<file path="src/hdl/wsu_pkg.sv">
// Shared types, codes and helpers for the tour search unit.
`default_nettype none
package wsu_pkg;

	// Fixed widths that follow from the field widths of the ports.
	localparam int unsigned ADDR_W  = 8;
	localparam int unsigned TRIED_W = 8;
	localparam int unsigned MIDX_W  = 3;
	localparam int unsigned POS_W   = 7;

	// Input modes.
	localparam logic [1:0] MODE_START  = 2'd0;
	localparam logic [1:0] MODE_STEP   = 2'd1;
	localparam logic [1:0] MODE_CANCEL = 2'd2;

	// Configuration register indexes.
	localparam logic [2:0] CFG_ROWS  = 3'd0;
	localparam logic [2:0] CFG_COLS  = 3'd1;
	localparam logic [2:0] CFG_MOVES = 3'd2;
	localparam logic [2:0] CFG_ROFF  = 3'd3;
	localparam logic [2:0] CFG_COFF  = 3'd4;

	// Result events.
	typedef enum logic [2:0] {
		EV_STARTED     = 3'd0,
		EV_ADVANCE     = 3'd1,
		EV_BACKTRACK   = 3'd2,
		EV_SOLVED      = 3'd3,
		EV_UNSOLVABLE  = 3'd4,
		EV_CANCELLED   = 3'd5,
		EV_REJECTED    = 3'd6
	} ev_t;

	// Sequencer states.
	typedef enum logic [3:0] {
		ST_IDLE,
		ST_CLEAR,
		ST_TOP,
		ST_SCAN,
		ST_DRAIN,
		ST_DECIDE,
		ST_PUSH,
		ST_EMIT0,
		ST_EMIT1
	} st_t;

	typedef struct packed {
		logic [1:0] mode;
		logic [3:0] start_row;
		logic [3:0] start_col;
	} in_t;

	typedef struct packed {
		logic [2:0] event_res;
		logic [3:0] row;
		logic [3:0] col;
		logic [6:0] move_number;
		logic       last;
	} res_t;

	// Clamped configuration as seen by the sequencer.
	typedef struct packed {
		logic [4:0]  rows;
		logic [4:0]  cols;
		logic [3:0]  moves;
		logic [31:0] roff;
		logic [31:0] coff;
	} cfg_t;

	typedef struct packed {
		logic [3:0]         r;
		logic [3:0]         c;
		logic [TRIED_W-1:0] tried;
	} entry_t;

	typedef struct packed {
		logic              we;
		logic [ADDR_W-1:0] waddr;
		logic [6:0]        wdata;
		logic [ADDR_W-1:0] raddr;
	} board_req_t;

	typedef struct packed {
		logic              we;
		logic [ADDR_W-1:0] waddr;
		entry_t            wdata;
		logic [ADDR_W-1:0] raddr;
	} stack_req_t;

	// Signed move delta of move idx, sign extended to a position.
	function automatic logic signed [POS_W-1:0] delta(input logic [31:0] offs,
		input logic [MIDX_W-1:0] idx);
		logic [3:0] d;
		d = offs[4*idx +: 4];
		return $signed({{(POS_W-4){d[3]}}, d});
	endfunction

endpackage
`default_nettype wire

</file>
<file path="src/hdl/wsu_board_ram.sv">
// Visit board memory: one write and one registered read per cycle.
`default_nettype none
module wsu_board_ram #(
	parameter int unsigned AW = 6
) (
	input  wire logic                clk,
	input  wire wsu_pkg::board_req_t req,
	output logic [6:0]               rdata
);

	logic [6:0] mem [2**AW];

	// Write and registered read.
	always_ff @(posedge clk) begin
		if (req.we) begin
			mem[req.waddr[AW-1:0]] <= req.wdata;
		end
		rdata <= mem[req.raddr[AW-1:0]];
	end

endmodule
`default_nettype wire

</file>
<file path="src/hdl/wsu_stack_ram.sv">
// Path stack memory: one write and one registered read per cycle.
`default_nettype none
module wsu_stack_ram #(
	parameter int unsigned AW = 6
) (
	input  wire logic                clk,
	input  wire wsu_pkg::stack_req_t req,
	output wsu_pkg::entry_t          rdata
);

	wsu_pkg::entry_t mem [2**AW];

	// Write and registered read.
	always_ff @(posedge clk) begin
		if (req.we) begin
			mem[req.waddr[AW-1:0]] <= req.wdata;
		end
		rdata <= mem[req.raddr[AW-1:0]];
	end

endmodule
`default_nettype wire

</file>
<file path="src/hdl/wsu_ctrl.sv">
// Search sequencer: board clear, move scan with Warnsdorff ordering, push and pop.
`default_nettype none
module wsu_ctrl #(
	parameter int unsigned MAX_ROWS  = 8,
	parameter int unsigned MAX_COLS  = 8
) (
	input  wire logic                clk,
	input  wire logic                arst_n,
	input  wire logic                in_valid,
	input  wire wsu_pkg::in_t        in_data,
	output logic                     in_stall,
	input  wire wsu_pkg::cfg_t       cfg,
	input  wire logic                out_free,
	output logic                     res_push,
	output wsu_pkg::res_t            res,
	output wsu_pkg::board_req_t      board_req,
	input  wire logic [6:0]          board_rdata,
	output wsu_pkg::stack_req_t      stack_req,
	input  wire wsu_pkg::entry_t     stack_rdata
);

	localparam int unsigned CELLS = MAX_ROWS * MAX_COLS;
	localparam int unsigned AW    = (CELLS > 1) ? $clog2(CELLS) : 1;
	localparam int unsigned DW    = $clog2(CELLS + 1);
	localparam int unsigned PW    = wsu_pkg::POS_W;

	wsu_pkg::st_t st_q, st_d;

	logic [DW-1:0] depth_q;
	logic          active_q;
	logic [AW-1:0] clr_q;

	logic [3:0]                  top_r_q, top_c_q;
	logic [wsu_pkg::TRIED_W-1:0] tried_q;
	logic [AW-1:0]               cell_q;

	logic [wsu_pkg::MIDX_W-1:0] mv_q;
	logic [3:0]                 k_q;

	logic                       v_s1, in_s1, first_s1, lastk_s1;
	logic [wsu_pkg::MIDX_W-1:0] mv_s1;
	logic [3:0]                 tr_s1, tc_s1;

	logic                       cand_ok_q, found_q;
	logic [3:0]                 cand_r_q, cand_c_q, best_r_q, best_c_q;
	logic [3:0]                 onw_q, best_q;
	logic [wsu_pkg::MIDX_W-1:0] best_idx_q;

	wsu_pkg::res_t res0_q, res1_q;
	wsu_pkg::res_t res_acc;
	logic          two_q;

	// Accept decode.
	logic acc, start_ok, step_go, solved, do_push, scan_end, free_s1;
	logic [DW+6:0] depth_ext;
	logic [6:0]    num;
	logic [9:0]    area;
	logic [11:0]   top_cell_full, scan_addr_full;

	assign acc       = in_valid && !in_stall;
	assign start_ok  = (in_data.start_row != 4'd0) && ({1'b0, in_data.start_row} <= cfg.rows)
		&& (in_data.start_col != 4'd0) && ({1'b0, in_data.start_col} <= cfg.cols);
	assign step_go   = (in_data.mode == wsu_pkg::MODE_STEP) && active_q
		&& (depth_q != '0);
	assign depth_ext = {7'd0, depth_q};
	assign num       = depth_ext[6:0];
	assign area      = 10'(cfg.rows) * 10'(cfg.cols);
	assign solved    = (10'(depth_q) == area);
	assign do_push   = found_q && (depth_q < DW'(CELLS));
	assign scan_end  = ({1'b0, mv_q} == cfg.moves - 4'd1) && (k_q == cfg.moves);
	assign free_s1   = in_s1 && (board_rdata == 7'd0);

	assign top_cell_full = 12'(stack_rdata.r) * 12'(MAX_COLS) + 12'(stack_rdata.c);

	// Result of an item that is answered without a search step.
	always_comb begin
		res_acc           = '0;
		res_acc.event_res = wsu_pkg::EV_REJECTED;
		res_acc.last      = 1'b1;
		unique case (in_data.mode)
			wsu_pkg::MODE_START: begin
				res_acc.row = in_data.start_row;
				res_acc.col = in_data.start_col;
				if (start_ok) res_acc.event_res = wsu_pkg::EV_STARTED;
			end
			wsu_pkg::MODE_CANCEL: begin
				if (active_q) res_acc.event_res = wsu_pkg::EV_CANCELLED;
			end
			wsu_pkg::MODE_STEP: begin
				if (active_q && depth_q == '0) res_acc.event_res = wsu_pkg::EV_UNSOLVABLE;
			end
			default: ;
		endcase
	end

	// Scan target: probe square of move mv_q, or its onward square of move k_q-1.
	logic signed [PW-1:0]       nr, nc, tr, tc;
	logic [wsu_pkg::MIDX_W-1:0] km1;
	logic                       in_range;

	always_comb begin
		km1 = wsu_pkg::MIDX_W'(k_q - 4'd1);
		nr  = $signed({3'd0, top_r_q}) + wsu_pkg::delta(cfg.roff, mv_q);
		nc  = $signed({3'd0, top_c_q}) + wsu_pkg::delta(cfg.coff, mv_q);
		tr  = nr;
		tc  = nc;
		if (k_q != 4'd0) begin
			tr = nr + wsu_pkg::delta(cfg.roff, km1);
			tc = nc + wsu_pkg::delta(cfg.coff, km1);
		end
		in_range = (tr >= 0) && (tr < $signed({2'd0, cfg.rows}))
			&& (tc >= 0) && (tc < $signed({2'd0, cfg.cols}));
		scan_addr_full = 12'(tr[3:0]) * 12'(MAX_COLS) + 12'(tc[3:0]);
	end

	// Next state.
	always_comb begin
		st_d = st_q;
		unique case (st_q)
			wsu_pkg::ST_IDLE: begin
				if (acc) begin
					if (in_data.mode == wsu_pkg::MODE_START && start_ok) begin
						st_d = wsu_pkg::ST_CLEAR;
					end else if (step_go) begin
						st_d = wsu_pkg::ST_TOP;
					end else begin
						st_d = wsu_pkg::ST_EMIT0;
					end
				end
			end
			wsu_pkg::ST_CLEAR: begin
				if (clr_q == AW'(CELLS - 1)) st_d = wsu_pkg::ST_EMIT0;
			end
			wsu_pkg::ST_TOP: begin
				priority if (solved) st_d = wsu_pkg::ST_EMIT0;
				else if (cfg.moves == 4'd0) st_d = wsu_pkg::ST_DECIDE;
				else st_d = wsu_pkg::ST_SCAN;
			end
			wsu_pkg::ST_SCAN: begin
				if (scan_end) st_d = wsu_pkg::ST_DRAIN;
			end
			wsu_pkg::ST_DRAIN:  st_d = wsu_pkg::ST_DECIDE;
			wsu_pkg::ST_DECIDE: st_d = do_push ? wsu_pkg::ST_PUSH : wsu_pkg::ST_EMIT0;
			wsu_pkg::ST_PUSH:   st_d = wsu_pkg::ST_EMIT0;
			wsu_pkg::ST_EMIT0: begin
				if (out_free) st_d = two_q ? wsu_pkg::ST_EMIT1 : wsu_pkg::ST_IDLE;
			end
			wsu_pkg::ST_EMIT1: begin
				if (out_free) st_d = wsu_pkg::ST_IDLE;
			end
			default: st_d = wsu_pkg::ST_IDLE;
		endcase
	end

	// Outputs and memory requests.
	always_comb begin
		in_stall        = (st_q != wsu_pkg::ST_IDLE);
		res_push        = ((st_q == wsu_pkg::ST_EMIT0) || (st_q == wsu_pkg::ST_EMIT1))
			&& out_free;
		res             = (st_q == wsu_pkg::ST_EMIT1) ? res1_q : res0_q;
		board_req.we    = 1'b0;
		board_req.waddr = wsu_pkg::ADDR_W'(clr_q);
		board_req.wdata = 7'd0;
		board_req.raddr = scan_addr_full[wsu_pkg::ADDR_W-1:0];
		stack_req.we    = 1'b0;
		stack_req.waddr = '0;
		stack_req.wdata = '0;
		stack_req.raddr = wsu_pkg::ADDR_W'(depth_q - DW'(1));
		unique case (st_q)
			wsu_pkg::ST_IDLE: begin
				if (acc && in_data.mode == wsu_pkg::MODE_START && start_ok) begin
					stack_req.we      = 1'b1;
					stack_req.wdata.r = in_data.start_row - 4'd1;
					stack_req.wdata.c = in_data.start_col - 4'd1;
				end
			end
			wsu_pkg::ST_CLEAR: board_req.we = 1'b1;
			wsu_pkg::ST_TOP: begin
				board_req.we    = 1'b1;
				board_req.waddr = wsu_pkg::ADDR_W'(top_cell_full[AW-1:0]);
				board_req.wdata = num;
			end
			wsu_pkg::ST_DECIDE: begin
				if (do_push) begin
					stack_req.we          = 1'b1;
					stack_req.waddr       = wsu_pkg::ADDR_W'(depth_q - DW'(1));
					stack_req.wdata.r     = top_r_q;
					stack_req.wdata.c     = top_c_q;
					stack_req.wdata.tried = tried_q
						| (wsu_pkg::TRIED_W'(1) << best_idx_q);
				end else begin
					board_req.we    = 1'b1;
					board_req.waddr = wsu_pkg::ADDR_W'(cell_q);
				end
			end
			wsu_pkg::ST_PUSH: begin
				stack_req.we      = 1'b1;
				stack_req.waddr   = wsu_pkg::ADDR_W'(depth_q);
				stack_req.wdata.r = best_r_q;
				stack_req.wdata.c = best_c_q;
			end
			default: ;
		endcase
	end

	// Control state.
	always_ff @(posedge clk or negedge arst_n) begin
		if (!arst_n) begin
			st_q     <= wsu_pkg::ST_IDLE;
			depth_q  <= '0;
			active_q <= 1'b0;
			two_q    <= 1'b0;
			v_s1     <= 1'b0;
		end else begin
			st_q <= st_d;
			v_s1 <= (st_q == wsu_pkg::ST_SCAN);
			if (st_q == wsu_pkg::ST_IDLE && acc) begin
				two_q <= 1'b0;
				unique case (in_data.mode)
					wsu_pkg::MODE_START: begin
						if (start_ok) begin
							depth_q  <= DW'(1);
							active_q <= 1'b1;
						end
					end
					wsu_pkg::MODE_CANCEL: active_q <= 1'b0;
					wsu_pkg::MODE_STEP: begin
						if (active_q && depth_q == '0) active_q <= 1'b0;
					end
					default: ;
				endcase
			end
			if (st_q == wsu_pkg::ST_TOP && solved) begin
				active_q <= 1'b0;
				two_q    <= 1'b1;
			end
			if (st_q == wsu_pkg::ST_DECIDE) begin
				two_q <= !do_push;
				if (!do_push) depth_q <= depth_q - DW'(1);
			end
			if (st_q == wsu_pkg::ST_PUSH) depth_q <= depth_q + DW'(1);
		end
	end

	// Datapath registers.
	always_ff @(posedge clk) begin
		if (st_q == wsu_pkg::ST_IDLE && acc) begin
			clr_q  <= '0;
			res0_q <= res_acc;
		end
		if (st_q == wsu_pkg::ST_CLEAR) clr_q <= clr_q + AW'(1);

		// Latch the top entry and set up the scan.
		if (st_q == wsu_pkg::ST_TOP) begin
			top_r_q <= stack_rdata.r;
			top_c_q <= stack_rdata.c;
			tried_q <= stack_rdata.tried;
			cell_q  <= top_cell_full[AW-1:0];
			res0_q  <= '{event_res: wsu_pkg::EV_ADVANCE, row: stack_rdata.r + 4'd1,
				col: stack_rdata.c + 4'd1, move_number: num, last: 1'b0};
			res1_q  <= '{event_res: wsu_pkg::EV_SOLVED, row: stack_rdata.r + 4'd1,
				col: stack_rdata.c + 4'd1, move_number: num, last: 1'b1};
			mv_q    <= '0;
			k_q     <= '0;
			best_q  <= cfg.moves + 4'd1;
			found_q <= 1'b0;
		end

		// Issue one board read per cycle.
		if (st_q == wsu_pkg::ST_SCAN) begin
			in_s1    <= in_range;
			first_s1 <= (k_q == 4'd0);
			lastk_s1 <= (k_q == cfg.moves);
			mv_s1    <= mv_q;
			tr_s1    <= tr[3:0];
			tc_s1    <= tc[3:0];
			if (k_q == cfg.moves) begin
				k_q  <= '0;
				mv_q <= mv_q + wsu_pkg::MIDX_W'(1);
			end else begin
				k_q <= k_q + 4'd1;
			end
		end

		// Evaluate the read issued in the previous cycle.
		if (v_s1) begin
			if (first_s1) begin
				cand_ok_q <= free_s1 && !tried_q[mv_s1];
				cand_r_q  <= tr_s1;
				cand_c_q  <= tc_s1;
				onw_q     <= 4'd0;
			end else if (lastk_s1) begin
				if (cand_ok_q && (onw_q + 4'(free_s1)) < best_q) begin
					best_q     <= onw_q + 4'(free_s1);
					best_idx_q <= mv_s1;
					best_r_q   <= cand_r_q;
					best_c_q   <= cand_c_q;
					found_q    <= 1'b1;
				end
			end else begin
				onw_q <= onw_q + 4'(free_s1);
			end
		end

		// Push reports one advance; a dead end adds a backtrack.
		if (st_q == wsu_pkg::ST_DECIDE) begin
			if (do_push) begin
				res0_q.last <= 1'b1;
			end else begin
				res1_q.event_res <= wsu_pkg::EV_BACKTRACK;
			end
		end
	end

endmodule
`default_nettype wire

</file>
<file path="src/hdl/warnsdorff_tour_search_unit.sv">
// Top level of the tour search unit: configuration, memories, sequencer, result register.
//
//  channel | signals                     | direction | beat
//  input   | in_valid, in_stall, in_data | in        | one start, step or cancel
//  output  | out_valid, out_stall, out_data | out    | one result event
//  config  | cfg_valid, cfg_ready, cfg_index, cfg_data | in | one register write
//
// A step reads the board once for every probe and onward square of the clamped
// moves, through the single read port of the board memory. A valid start first
// sweeps all MAX_ROWS*MAX_COLS board cells clear; an item that starts no search
// goes straight to its result. Reset idles the sequencer and resets the
// configuration; memories hold no reset. A stalled output holds the sequencer
// in its emit state; the next item is accepted once the last result of the
// current one sits in the output register.
`default_nettype none
module warnsdorff_tour_search_unit #(
	parameter int unsigned MAX_ROWS  = 8,
	parameter int unsigned MAX_COLS  = 8,
	parameter int unsigned MAX_MOVES = 8
) (
	input  wire logic          clk,
	input  wire logic          arst_n,
	input  wire logic          in_valid,
	output logic               in_stall,
	input  wire wsu_pkg::in_t  in_data,
	output logic               out_valid,
	input  wire logic          out_stall,
	output wsu_pkg::res_t      out_data,
	input  wire logic          cfg_valid,
	output logic               cfg_ready,
	input  wire logic [2:0]    cfg_index,
	input  wire logic [31:0]   cfg_data
);

	localparam int unsigned CELLS = MAX_ROWS * MAX_COLS;
	localparam int unsigned AW    = (CELLS > 1) ? $clog2(CELLS) : 1;

	logic [3:0]  rows_q, cols_q, moves_q;
	logic [31:0] roff_q, coff_q;

	wsu_pkg::cfg_t       cfg;
	wsu_pkg::board_req_t board_req;
	wsu_pkg::stack_req_t stack_req;
	wsu_pkg::entry_t     stack_rdata;
	wsu_pkg::res_t       res;
	logic [6:0]          board_rdata;
	logic                res_push, out_free;

	assign cfg_ready = 1'b1;

	// Configuration registers.
	always_ff @(posedge clk or negedge arst_n) begin
		if (!arst_n) begin
			rows_q  <= 4'd8;
			cols_q  <= 4'd8;
			moves_q <= 4'd8;
			roff_q  <= '0;
			coff_q  <= '0;
		end else if (cfg_valid && cfg_ready) begin
			unique case (cfg_index)
				wsu_pkg::CFG_ROWS:  rows_q  <= cfg_data[3:0];
				wsu_pkg::CFG_COLS:  cols_q  <= cfg_data[3:0];
				wsu_pkg::CFG_MOVES: moves_q <= cfg_data[3:0];
				wsu_pkg::CFG_ROFF:  roff_q  <= cfg_data;
				wsu_pkg::CFG_COFF:  coff_q  <= cfg_data;
				default: ;
			endcase
		end
	end

	// Clamp to the built board and move table.
	always_comb begin
		cfg.rows  = ({1'b0, rows_q} > 5'(MAX_ROWS)) ? 5'(MAX_ROWS) : {1'b0, rows_q};
		cfg.cols  = ({1'b0, cols_q} > 5'(MAX_COLS)) ? 5'(MAX_COLS) : {1'b0, cols_q};
		cfg.moves = (moves_q > 4'(MAX_MOVES)) ? 4'(MAX_MOVES) : moves_q;
		cfg.roff  = roff_q;
		cfg.coff  = coff_q;
	end

	wsu_board_ram #(.AW(AW)) u_board (
		.clk   (clk),
		.req   (board_req),
		.rdata (board_rdata)
	);

	wsu_stack_ram #(.AW(AW)) u_stack (
		.clk   (clk),
		.req   (stack_req),
		.rdata (stack_rdata)
	);

	wsu_ctrl #(
		.MAX_ROWS  (MAX_ROWS),
		.MAX_COLS  (MAX_COLS)
	) u_ctrl (
		.clk         (clk),
		.arst_n      (arst_n),
		.in_valid    (in_valid),
		.in_data     (in_data),
		.in_stall    (in_stall),
		.cfg         (cfg),
		.out_free    (out_free),
		.res_push    (res_push),
		.res         (res),
		.board_req   (board_req),
		.board_rdata (board_rdata),
		.stack_req   (stack_req),
		.stack_rdata (stack_rdata)
	);

	// Output register.
	assign out_free = !out_valid || !out_stall;

	always_ff @(posedge clk or negedge arst_n) begin
		if (!arst_n) begin
			out_valid <= 1'b0;
		end else if (out_free) begin
			out_valid <= res_push;
		end
	end

	always_ff @(posedge clk) begin
		if (res_push) out_data <= res;
	end

endmodule
`default_nettype wire

</file>
<file path="config.mk">
export PLATFORM = sky130hd
export DESIGN_NAME = warnsdorff_tour_search_unit
export DESIGN_NICKNAME = d
export VERILOG_FILES = /design/src/hdl/wsu_pkg.sv /design/src/hdl/wsu_board_ram.sv /design/src/hdl/wsu_stack_ram.sv /design/src/hdl/wsu_ctrl.sv /design/src/hdl/warnsdorff_tour_search_unit.sv
export SDC_FILE = /design/constraint.sdc
export NUM_CORES = 2
export LEC_CHECK = 0
export ABC_AREA = 1
export BUFFER_PORTS_ARGS = -buffer_cell sky130_fd_sc_hd__buf_2
export CAP_MARGIN = 20
export CORE_ASPECT_RATIO = 1.75
export CORE_UTILIZATION = 57
export DETAILED_ROUTE_END_ITERATION = 10
export PLACE_DENSITY = 0.76
export SLEW_MARGIN = 0
export SYNTH_ARGS = -nofsm -noshare
export SYNTH_HDL_FRONTEND = slang
export SYNTH_SLANG_ARGS = --single-unit
</file>
<file path="constraint.sdc">
create_clock -name clk -period 4.04 [get_ports clk]
set_input_delay 0.808 -clock clk [delete_from_list [all_inputs] [get_ports clk]]
set_output_delay 0.808 -clock clk [all_outputs]
set_load 0.01 [all_outputs]
</file>
# Word level (Yosys, flattened, before mapping)
# Memory sizes are Yosys's and may differ from the RTL's. A register that Yosys moved wholly into a read port is not among the register bits.
# Index checks and enable logic that the tools add are counted.
# classes
mux,80
n_shift,5
order_cmp,12
addsub,20
n_bitwise,2
n_eq_ne,26
multipliers,1
reduce_logical,57
# ops
operator,count
$shiftx 32x6->4,4
$mux 4,20
$mux 7,9
$mux 19,2
$pmux 4 s9,1
$mux 16,2
$mux 25,1
$mux 3,8
$mux 8,3
$pmux 6 s2,2
$pmux 8 s3,1
$logic_and 1x1->1,21
$mux 1,21
$reduce_bool 4->1,5
$add 4x1->4 const B,4
$eq 4x3->1 const B,4
$add 6x4->7,2
$ge 7x1->1 const B,2
$logic_not 7->1,2
$lt 7x5->1,2
$reduce_and 2->1,7
$add 5x4->6,2
$add 6x4->6,2
$gt 4x4->1 const B,3
49 further kinds,73
# word_totals
regBits,225
elab_cells,252
output_inout_bits,22
inputBits,50
mem_bits_rw,1472
mem_count,2
# mem_list
name,words,word_bits,read_ports,rd_ports_with_merged_regs,wr,line_no,rtl
u_stack.mem,64,16,1,1,1,wsu_stack_ram.sv:11,wsu_pkg::entry_t mem [2**AW];
u_board.mem,64,7,1,1,1,wsu_board_ram.sv:11,logic [6:0] mem [2**AW];

# Longest topological paths before layout
# depth
word_depth,12
mapped_depth,26
depth_no_buf,24

# Cells and area by module
# A second synthesis with hierarchy kept.
# unflattened
hier_cells,6733
hier_area_um2,74232.4
# modules_own_cells
module,area_each_um2,n_inst,cells_each,seq_area_each_um2
wsu_stack_ram,42099.1,1,3517,31069.8
wsu_board_ram,18545.3,1,1590,13593.0
wsu_ctrl,9859.5,1,1236,3563.4
warnsdorff_tour_search_unit,3728.6,1,390,2501.1

# Least setup slack after synthesis
# Ideal clock, no wire load.
# synth_path
path_type,register to register
start,register u_ctrl.mv_q[0] in the netlist's numbering
end,register u_board.rdata[3] (read register of u_board.mem)
setup_time_ns,0.114
synth_period_minus_slack_ns,4.376
n_path_buf,3
required_time_ns,3.926
arrival_ns,4.262
path_stages_with_launch,25
slack_ns,-0.336
cell_sequence,dfxtp_1 > clkinv_1 > clkbuf_1 > clkbuf_1 > a21oi_1 > o21ai_0 > nand2_1 > nor2_1 > a31oi_1 > ha_1 > inv_1 > fa_1 > xnor2_1 > ha_1 > a21oi_1 > nand2_1 > xnor2_1 > o21ai_0 > ha_1 > ha_1 > inv_1 > buf_1 > nand3_1 > nand3_1 > nand2_1
# synth_via
elab_chain_cells,5
word_cells_on_any_way,9
classes_between,5 x add/sub; 2 x shift; 2 x mux
# synth_rtl
item,line_no,rtl
start: declaration,wsu_ctrl.sv:37,logic [wsu_pkg::MIDX_W-1:0] mv_q;
start signal: assignment,wsu_ctrl.sv:279,mv_q <= mv_q + wsu_pkg::MIDX_W'(1);
$shiftx 32x6->4 (*),wsu_pkg.sv:94,d = offs[4*idx +: 4];
$add 5x4->6 (*),wsu_ctrl.sv:104,"nc = $signed({3'd0, top_c_q}) + wsu_pkg::delta(cfg.coff, mv_q);"
$add 6x4->7,wsu_ctrl.sv:109,"tc = nc + wsu_pkg::delta(cfg.coff, km1);"
$mux 7 (*),wsu_ctrl.sv:107,if (k_q != 4'd0) begin
named net u_ctrl.tc[3],wsu_ctrl.sv:97,"logic signed [PW-1:0] nr, nc, tr, tc;"
$add 6x4->6 (*),wsu_ctrl.sv:113,scan_addr_full = 12'(tr[3:0]) * 12'(MAX_COLS) + 12'(tc[3:0]);
end: declaration,wsu_board_ram.sv:8,output logic [6:0] rdata
# Mark *: on every way through the listed nets, which the timed path passes. The rest lies on a longest branch.
# A chain may end at the register's enable or synchronous reset.

# Worst setup path after layout
# layout_path
start,register u_ctrl.mv_q[1] in the netlist's numbering
end,register u_board.rdata[3] (read register of u_board.mem)
# Same word-level chain as after synthesis.

==> results.sh <==
export IMPL_crit_type="reg -> reg"
export IMPL_antenna_found_initial=3
export IMPL_finalHoldViolations=0
export IMPL_drive_gt1_share_pct=11.1
export IMPL_grt_pass1_wl_um=298000
export IMPL_synthesis_nets=6580
export IMPL_ys_async_sr_fraction_pct=5.30
export IMPL_most_common_layout_cells="edfxtp_1, nand2_1, nor2_1"
export IMPL_drt_wl_total_um=202000
export IMPL_cp_depth=24
export IMPL_multi_input_area_sq_mm=0.0191
export IMPL_end_kind="flop"
export IMPL_chipWidth_um=273
export IMPL_syn_instance_count=6445
export IMPL_dpl_cell_area_sq_mm=0.0772
export IMPL_reg2reg_depth=24
export IMPL_maxCapViolCount=0
export IMPL_fin_area_sq_mm=0.0827
export IMPL_whs_ns=0.296
export IMPL_clock_latency_ns=0.80
export IMPL_fmax_ghz=0.253
export IMPL_cp_required_ns=4.70
export IMPL_h_tree_depth=4
export IMPL_slew_headroom_pct=25.0
export IMPL_outcome="finished with violations"
export IMPL_fin_util_pct=65.0
export IMPL_synthToLayoutAreaGrowth_pct=12.7
export IMPL_register_area_sq_mm=0.0507
export IMPL_drtIter0Drc=5707
export IMPL_synth_seq_area_share_pct=69.2
export IMPL_gr_total_overflow=0
export IMPL_synth_edff_count=1588
export IMPL_yosysWarningCount=0
export IMPL_synth_area_sq_mm=0.0734
export IMPL_design_core_area_sq_mm=0.127
export IMPL_first_global_vias=50200
export IMPL_wl_per_cell_um=24.1
export IMPL_crit_family="adder cells"
export IMPL_route_detailed_drc=1
export IMPL_io_pins=72
export IMPL_min_path_type="in -> reg"
export IMPL_finalWeightedCongestion=0.964
export IMPL_numCtsBuffers=150
export IMPL_crit_fanout=7
export IMPL_setup_worst_path_end="u_board.rdata[3]$_DFF_P_"
export IMPL_dr_pass1_iters=9
export IMPL_place_hpwl_um=125000
export IMPL_finalSetupViolCount=0
export IMPL_fillers=9313
export IMPL_cts_buffer_depth=3
export IMPL_row_count=173
export IMPL_synth_area_leader_cell="edfxtp_1"
export IMPL_yosys_top_cells_area="edfxtp_1, o21ai_0, nand3_1"
export IMPL_io_buffer_count=70
export IMPL_grt_usage_pct=30.7
export IMPL_worstPathArrival_ns=4.62
export IMPL_skew_ns=0.0321
export IMPL_synth_top_area_share_pct=65.0
export IMPL_worst_pin_slew_ns=1.12
export IMPL_crit_slowest_cell="fa_2"
export IMPL_dr_wl_met2_um=103000
export IMPL_setup_tns_ns=0
export IMPL_fin_nets=6739
export IMPL_clk_pin_slew_ns=0.06
export IMPL_fin_crit_ns=3.96
export IMPL_cts_tree="yes"
export IMPL_drt_met1_wl_um=67600
export IMPL_grt_max_degree=179
export IMPL_yosysUniqueCellTypes=52
export IMPL_die_h_um=477
export IMPL_drv_slew=0
export IMPL_drtAntennaViolNets=0
export IMPL_critPathMaxStageDelay_ns=0.37
export IMPL_post_route_period_util_pct=97.9
export IMPL_violations="design-rule violations"
export IMPL_top_layer="met5"
export IMPL_reg2reg_slack_ns=0.08
export IMPL_vias=51000
export IMPL_start_kind="flop"
export IMPL_final_common_cell="edfxtp_1"
export IMPL_viasPerCell=6.07
export IMPL_path_cells="buf_4 -> nor2_1 -> o21ai_1 -> nand2_1 -> nor2_1 -> a31oi_2 -> buf_4 -> ha_2 -> inv_1 -> fa_2 -> xnor2_2 -> ha_4 -> a21oi_2 -> nand2_2 -> xnor2_2 -> o21ai_2 -> buf_6 -> ha_4 -> ha_4 -> buf_8 -> buf_4 -> nand3_1 -> nand3_1 -> nand2_1"
export IMPL_initial_core_util_pct=57.6
export IMPL_die_area_sq_mm=0.130
export IMPL_synth_area_per_cell_sq_um=11.4
export IMPL_r2r_start="u_ctrl.mv_q[1]$_DFF_P_"
export IMPL_reg2reg_to="u_board.rdata[3]$_DFF_P_"
export IMPL_clockRootBuffer="clkbuf_16"
export IMPL_critical_path_startpoint="u_ctrl.mv_q[1]$_DFF_P_"
export IMPL_met3_length_um=13900
export IMPL_yosys_register_bits=1717
export IMPL_clock_sinks=1717
export IMPL_ys_flop_type="edfxtp_1"
export IMPL_path_buf_inv=6
synthesized netlist by cell type, types with 7 or more instances:
cell type  number
a21oi_1        76
a31oi_1        20
buf_1          15
buf_2         102
buf_4           8
buf_6          11
clkbuf_1      227
dfrtp_1        88
dfxtp_1        38
edfxtp_1     1588
fa_1            8
ha_1           77
inv_1         634
inv_2          17
nand2_1       815
nand3_1       667
nand4_1        10
nand4_2         8
nor2_1        812
nor3_1         18
o211ai_1      119
o21ai_0       749
o21ai_1         9
o21ai_2         7
o221ai_1      100
o22ai_1       107
xnor2_1        17
xor2_1         21
logic make-up (layout without fill, tap and decap cells):
group           count (synthesis)  count (layout)  share of synthesized area [%]
compound gates               1210            1210                           9.55
xor+xnor                       40              40                          0.498
fa+ha+maj                      85              85                           1.53
buf+inv                      1020            1300                           5.55
flops                        1717            1717                           69.2
other cells                     1               2                        0.00511
simple gates                 2372            2372                           13.7
through the flow:
stage               setup slack [ns]  cells
floorplan                     -0.126   6445
detailed placement            -0.477   8092
CTS                          0.00606   8370
global route                 -0.0819   8388
finish                        0.0834   8388
global placement              -0.476   8092
layer usage:
layer,GRT usage [%],vias up
met4,23.9,2
met2,52.7,2548
met5,0,-
li1,-,22900
met3,4.94,738
met1,33.7,24700
worst min path at each step:
| stage | startpoint | to | slack (ns) | depth (start not counted) |
|---|---|---|---|---|
| 3_5_place_dp | u_stack.rdata[2]$_DFF_P_ | u_ctrl.tried_q[2]$_DFFE_PP_ | 0.39 | 0 |
| 6_report | cfg_data[15] | roff_q[15]$_DFFE_PN0P_ | 0.30 | 3 |
| 4_1_cts | arst_n | coff_q[13]$_DFFE_PN0P_ | 0.22 | 1 |
| 3_3_place_gp | u_stack.rdata[7]$_DFF_P_ | u_ctrl.tried_q[7]$_DFFE_PP_ | 0.39 | 0 |
| 2_1_floorplan | u_stack.rdata[0]$_DFF_P_ | u_ctrl.tried_q[0]$_DFFE_PP_ | 0.39 | 0 |
| 5_1_grt | cfg_data[18] | roff_q[18]$_DFFE_PN0P_ | 0.27 | 3 |
flip-flops by register name, indices dropped and copies added, names as in the netlist, 6 cells and up:
name,flops
u_stack.rdata,16
roff_q,32
u_ctrl.tried_q,8
u_stack.mem,1024
u_board.mem,448
u_ctrl.clr_q,6
coff_q,32
u_ctrl.res1_q,18
u_ctrl.res0_q,19
u_ctrl.depth_q,7
u_board.rdata,7
u_ctrl.cell_q,6
out_data,19
tightest hold or removal path, stage by stage:
cell,delay [ns]
buf_2,0.10
inv_1,0.05
o21ai_0,0.08
area by class of cell:
| type | instances | share of cell area [%] |
|---|---|---|
| Clock buffer | 188 | 4.81 |
| Inverter | 657 | 3.02 |
| Antenna cell | 1 | 0.00303 |
| Multi-Input combinational cell | 3708 | 23.1 |
| Tap cell | 1662 | 2.51 |
| Sequential cell | 1717 | 61.3 |
| Timing Repair Buffer | 370 | 4.16 |
| Clock inverter | 85 | 1.04 |
what timing repair did:
action,in CTS,in global routing
cloned,3,5
hold endpoints to repair,0,20
setup endpoints to repair,8,8
pin swaps,3,12
hold buffers,0,1
buffers inserted,2,11
gates resized for setup,24,51
Power is left out: the tool's default activity adds up to more than one toggle a clock period on the data nets, which glitch-free logic cannot reach.
